File: src/rtl/core/scan_result_best_n_table_assert.svh
// ----------------------------------------------------------------------------
// Assertion macros for the scan result table
// Concurrent checks that compile away when SYNTHESIS is defined.
// ----------------------------------------------------------------------------
`ifndef SCAN_RESULT_BEST_N_TABLE_ASSERT_SVH
`define SCAN_RESULT_BEST_N_TABLE_ASSERT_SVH

`ifndef SYNTHESIS

`define SBNT_ASSERT_IMPL(label, clk, rst_n, ante, cons) \
    label: assert property (@(posedge clk) disable iff (!rst_n) (ante) |-> (cons)) \
        else $error("sbnt assertion failed");

`define SBNT_ASSERT_NEXT(label, clk, rst_n, ante, cons) \
    label: assert property (@(posedge clk) disable iff (!rst_n) (ante) |=> (cons)) \
        else $error("sbnt assertion failed");

`else

`define SBNT_ASSERT_IMPL(label, clk, rst_n, ante, cons)

`define SBNT_ASSERT_NEXT(label, clk, rst_n, ante, cons)

`endif

`endif

File: src/rtl/core/sbnt_pkg.sv
// ----------------------------------------------------------------------------
// sbnt_pkg
// Shared types and constants of the scan result table.
// ----------------------------------------------------------------------------
`timescale 1ns / 1ps

package sbnt_pkg;

    localparam int BYTE_W         = 8;
    localparam int WORD_W         = 64;
    localparam int SSID_WORDS     = 4;
    localparam int SSID_FIELD_W   = WORD_W * SSID_WORDS;
    localparam int MAX_SSID_BYTES = SSID_FIELD_W / BYTE_W;
    localparam int LEN_W          = 6;
    localparam int SIG_W          = 8;
    localparam int CHAN_W         = 8;
    localparam int AUTH_W         = 8;
    localparam int STATION_W      = 48;
    localparam int SLOT_W         = 3;

    localparam logic [AUTH_W-1:0] AUTH_SECURE_MASK = 8'd7;

    typedef enum logic [1:0] {
        OP_CLEAR  = 2'd0,
        OP_REPORT = 2'd1,
        OP_READ   = 2'd2
    } op_t;

    typedef enum logic [2:0] {
        ST_IDLE  = 3'b001,
        ST_EVAL  = 3'b010,
        ST_APPLY = 3'b100
    } state_t;

    typedef struct packed {
        logic [SIG_W-1:0]     signal;
        logic [CHAN_W-1:0]    channel;
        logic                 secured;
        logic [STATION_W-1:0] station;
    } entry_meta_t;

    typedef struct packed {
        logic clear;
        logic write;
        logic insert;
        logic shift;
    } cell_cmd_t;

    typedef struct packed {
        logic empty;
        logic match;
        logic weaker;
    } cell_flags_t;

endpackage

File: src/rtl/core/sbnt_cell.sv
// ----------------------------------------------------------------------------
// sbnt_cell
// One table entry: holds an SSID and its metadata, compares it against the
// broadcast key, and takes its upper neighbor's contents on an insertion.
// ----------------------------------------------------------------------------
`timescale 1ns / 1ps

module sbnt_cell
    import sbnt_pkg::*;
#(
    parameter int KEY_W = 256
)
(
    input  logic              clk,
    input  logic              rst_n,
    input  cell_cmd_t         cmd,
    input  logic [KEY_W-1:0]  key_ssid,
    input  entry_meta_t       key_meta,
    input  logic [KEY_W-1:0]  prev_ssid,
    input  entry_meta_t       prev_meta,
    output logic [KEY_W-1:0]  ssid,
    output entry_meta_t       meta,
    output cell_flags_t       flags
);

    logic [KEY_W-1:0] ssid_reg;
    logic [KEY_W-1:0] ssid_next;
    entry_meta_t      meta_reg;
    entry_meta_t      meta_next;
    entry_meta_t      base_meta;

    always_comb
    begin
        ssid_next = ssid_reg;
        meta_next = meta_reg;
        base_meta = cmd.insert ? '0 : meta_reg;
        if (cmd.clear)
        begin
            ssid_next = '0;
            meta_next = '0;
        end
        else if (cmd.write)
        begin
            ssid_next         = key_ssid;
            meta_next         = base_meta;
            meta_next.station = key_meta.station;
            meta_next.secured = base_meta.secured | key_meta.secured;
            if (cmd.insert || (base_meta.signal == '0)
                || ($signed(key_meta.signal) > $signed(base_meta.signal)))
            begin
                meta_next.signal  = key_meta.signal;
                meta_next.channel = key_meta.channel;
            end
        end
        else if (cmd.shift)
        begin
            ssid_next = prev_ssid;
            meta_next = prev_meta;
        end
    end

    always_ff @(posedge clk or negedge rst_n)
    begin
        if (!rst_n)
        begin
            ssid_reg <= '0;
            meta_reg <= '0;
        end
        else
        begin
            ssid_reg <= ssid_next;
            meta_reg <= meta_next;
        end
    end

    assign ssid         = ssid_reg;
    assign meta         = meta_reg;
    assign flags.empty  = (ssid_reg[BYTE_W-1:0] == '0);
    assign flags.match  = (ssid_reg == key_ssid);
    assign flags.weaker = ($signed(key_meta.signal) > $signed(meta_reg.signal));

endmodule

File: config.mk
export PLATFORM = sky130hd
export DESIGN_NAME = sbnt_cell
export DESIGN_NICKNAME = d
export VERILOG_FILES = /design/src/rtl/core/scan_result_best_n_table_assert.svh /design/src/rtl/core/sbnt_pkg.sv /design/src/rtl/core/sbnt_cell.sv
export SDC_FILE = /design/constraint.sdc
export NUM_CORES = 1
export LEC_CHECK = 0
export ABC_AREA = 0
export CORE_AREA = 2 2 379 381
export CTS_CLUSTER_SIZE = 30
export DETAILED_ROUTE_END_ITERATION = 6
export DIE_AREA = 0 0 381 383
export DONT_BUFFER_PORTS = 1
export PLACE_DENSITY = 0.3
export SKIP_LAST_GASP = 1
export SYNTH_ARGS = -nofsm -noshare
export SYNTH_HDL_FRONTEND = slang
export SYNTH_SLANG_ARGS = --single-unit
File: constraint.sdc
create_clock -name clk -period 5.6 [get_ports clk]
set_input_delay 0.84 -clock clk [delete_from_list [all_inputs] [get_ports clk]]
set_output_delay 0.84 -clock clk [all_outputs]
set_load 0.005 [all_outputs]
==> results.py <==
metrics = {
    "synthesis": {
        "synth_adder_area_share": 0.0103,
        "synth_compound_area_frac": 0.118,
        "synth_xor_area_frac": 0.107,
        "ys_seq_area_frac": 0.414,
        "ys_types": 43,
        "synthCells": 2210,
        "synth_top_family_by_area": "simple AND/OR/NAND/NOR gates",
        "synth_area_mm2": 0.0194,
        "synthesis.nets": 2874,
        "synth.avg_cell_area_um2": 8.79,
        "synthSimpleGateAreaFrac": 0.160,
        "synth-main-ff-cell": "dfrtp_1",
        "synth_edf_count": 0,
        "async_flop_share": 1.00,
        "synthMuxAreaShare": 0.154,
        "yosysWarningCount": 0,
        "ys_ff_latch": 321,
    },
    "die": {
        "chipWidth_um": 381,
        "die_h_um": 383,
        "core-area_mm2": 0.142,
        "rows": 139,
        "initial_core_util": 0.136,
        "pin_count": 972,
        "die_area_mm2": 0.146,
    },
    "min_path": {
        "min_path_type": "input pin to asynchronous set/reset pin",
    },
    "clock_tree": {
        "clock_sinks": 321,
        "cts_tree": "built",
        "clkTransAtPathRegs_ns": 0.06,
        "clockBufferDepth": 3,
        "htreeDepth": 2,
        "insertion_delay_ns": 0.60,
        "cts_made_buffers": 48,
        "cts_setup_buffers": 0,
        "cts_root_buffer": "clkbuf_16",
    },
    "setup_path": {
        "critical-path-max-stage-delay_ns": 0.82,
        "critPathTopFamily": "simple AND/OR/NAND/NOR gates",
        "crit_path_end_kind": "output pin",
        "r2r_end": "meta[59]$_DFFE_PN0P_",
        "path_class": "flip-flop to output pin",
        "r2r-start": "meta[57]$_DFFE_PN0P_",
        "cp_cell_sequence": "xnor2_1 -> nand4_1 -> nor4_1 -> nand4_1 -> or4_1 -> nor4_2 -> buf_4 -> buf_4",
        "arrival_ns": 4.51,
        "critPathBufInv": 2,
        "cp-start-kind": "flip-flop",
        "reg2reg_slack_ns": 2.46,
        "r2r_cells": 9,
        "cpMaxStageDelayCell": "xnor2_1",
        "crit_required_ns": 4.76,
        "cp_max_fo": 3,
    },
    "final_layout": {
        "largest_reg_flops": 256,
        "nets": 2796,
        "drive_above_1_share": 0.0495,
        "final_common_cell": "nor2_1",
        "stdcell_count": 4070,
        "fillers": 16300,
        "fin_util": 0.162,
        "syn_to_final_growth_pct": 18.5,
        "mostFrequentLayoutCells": "611 x nor2_1, 321 x dfrtp_1, 302 x a21oi_1",
    },
    "global_route": {
        "grt_max_degree": 642,
        "grt_use_met1": 0.199,
        "grt_usage": 0.159,
        "grt_use_met2": 0.262,
        "top_usage_layer": "met2",
        "grt_overflow": 0,
        "antenna_found_initial": 29,
        "grt_pass1_vias": 16300,
        "grt_use_met3": 0.0551,
        "grt_pass1_wl_um": 158000,
    },
    "route": {
        "wire_per_inst_um": 29.8,
        "drt_iter0_markers": 790,
        "drt_wl_total_um": 121000,
        "drc": 0,
        "drt_pre_antenna_iters": 5,
        "postRouteAntennaNets": 0,
        "via_per_inst": 3.98,
        "vias": 16200,
    },
    "sta": {
        "final-hold-violation-count": 0,
        "max_freq_mhz": 187,
        "setup_viol": 0,
        "worstMarginPinSlew_ns": 3.03,
        "whs_ns": 0.133,
        "rsz0062_at_grt": "no",
        "finalClockSkew_ns": 0.00839,
        "layout_min_cycle_time_ns": 5.35,
        "finalCritPeriodShare": 0.955,
        "drv_slew": 427,
        "finalSetupTns_ns": 0,
        "max-slew-margin-rel": -1.02,
    },
    "status": {
        "outcome": "complete, but fails checks",
        "violations": "slew limit",
    },
    "power_and_ir_drop": {
        "cellPowerDensity_mw_per_mm2": 298,
        "power.leakage_nw": 9.45,
        "irDropWorstVdd_uv": 222,
    },
    "run": {
        "cap_viol_max_count": 0,
    },
    "placed_design": {
        "dp.cells": 3982,
        "hpwl_um": 94600,
        "gp_congestion": 0.845,
        "io_buffers": 0,
    },
}
-- metrics by stage --
stage                     setup slack, ns  total power [mW]  instance area, um^2
after global routing               0.0416              7.22                23000
final                               0.253              6.86                23000
after detailed placement           0.0750              3.77                21400
after CTS                          0.0398              6.99                22900
after global placement             0.0812              3.77                21400
after floorplan                      2.41              3.38                19400
-- worst max-delay path by stage --
stage	start	end	slack [ns]	cells after the start
detailed placement	key_ssid[19]	flags[1]	0.08	8
floorplan	key_ssid[117]	flags[1]	2.41	6
global route	ssid[151]$_DFFE_PN0P_	flags[1]	0.04	8
global placement	key_ssid[19]	flags[1]	0.08	8
finish	ssid[210]$_DFFE_PN0P_	flags[1]	0.25	8
CTS	ssid[210]$_DFFE_PN0P_	flags[1]	0.04	8
-- synthesized netlist by cell type (all sizes together) (20+ instances only) --
master | count | area (um^2)
nor2 | 611 | 2290
dfrtp | 321 | 8030
a21oi | 302 | 1510
mux2i | 298 | 2980
xnor2 | 215 | 1880
clkbuf | 114 | 428
nand4 | 58 | 363
a211oi | 46 | 345
buf | 36 | 153
inv | 36 | 135
nor4 | 24 | 163
xor2 | 23 | 201
o21ai | 20 | 104
-- cells by family after synthesis --
logic type / Yosys count
AO/OA/AOI/OAI: 408
XOR/XNOR: 238
adder cells (fa/ha/maj): 16
buffers and inverters: 187
flip-flops: 321
multiplexers: 298
AND/OR/NAND/NOR: 742
-- worst register-to-register path: cells and delay by family, from the launching register on --
kind                       cells  cell delay (ns)
AOI/OAI and AO/OA              5             1.92
DFF                            1             0.44
and+or+nand+nor                2             0.31
adders and majority gates      1             0.27
buffers and inverters          1             0.11
-- metal layers --
metal	up-vias	routed length [um]
met3	119	10300
met4	16	2760
met2	674	57800
met1	7981	50400
li1	7404	-
met5	-	106
-- where the power goes --
part	switching [mW]	leakage, nW	total, mW	internal (mW)
Sequential	0.257	4.22	2.73	2.47
Combinational	0.599	4.48	1.03	0.431
Clock	1.28	0.752	3.10	1.83
-- cell type report --
| cell class | instances | area [um^2] | share of cell area |
|---|---|---|---|
| Inverter | 37 | 139 | 0.00604 |
| Clock inverter | 17 | 174 | 0.00756 |
| Multi-Input combinational cell | 1702 | 10700 | 0.464 |
| Tap cell | 1903 | 2380 | 0.103 |
| Sequential cell | 321 | 8030 | 0.349 |
| Antenna cell | 4 | 10.0 | 0.000435 |
| Clock buffer | 64 | 1360 | 0.0592 |
| Timing Repair Buffer | 22 | 225 | 0.00979 |
-- what timing repair did --
| item | in CTS | in global routing |
|---|---|---|
| endpoints found under the setup margin | 1 | 0 |
| hold endpoints to repair | 321 | 181 |
| resized for setup | 1 | 0 |
(Power assumes the default switching activity.)
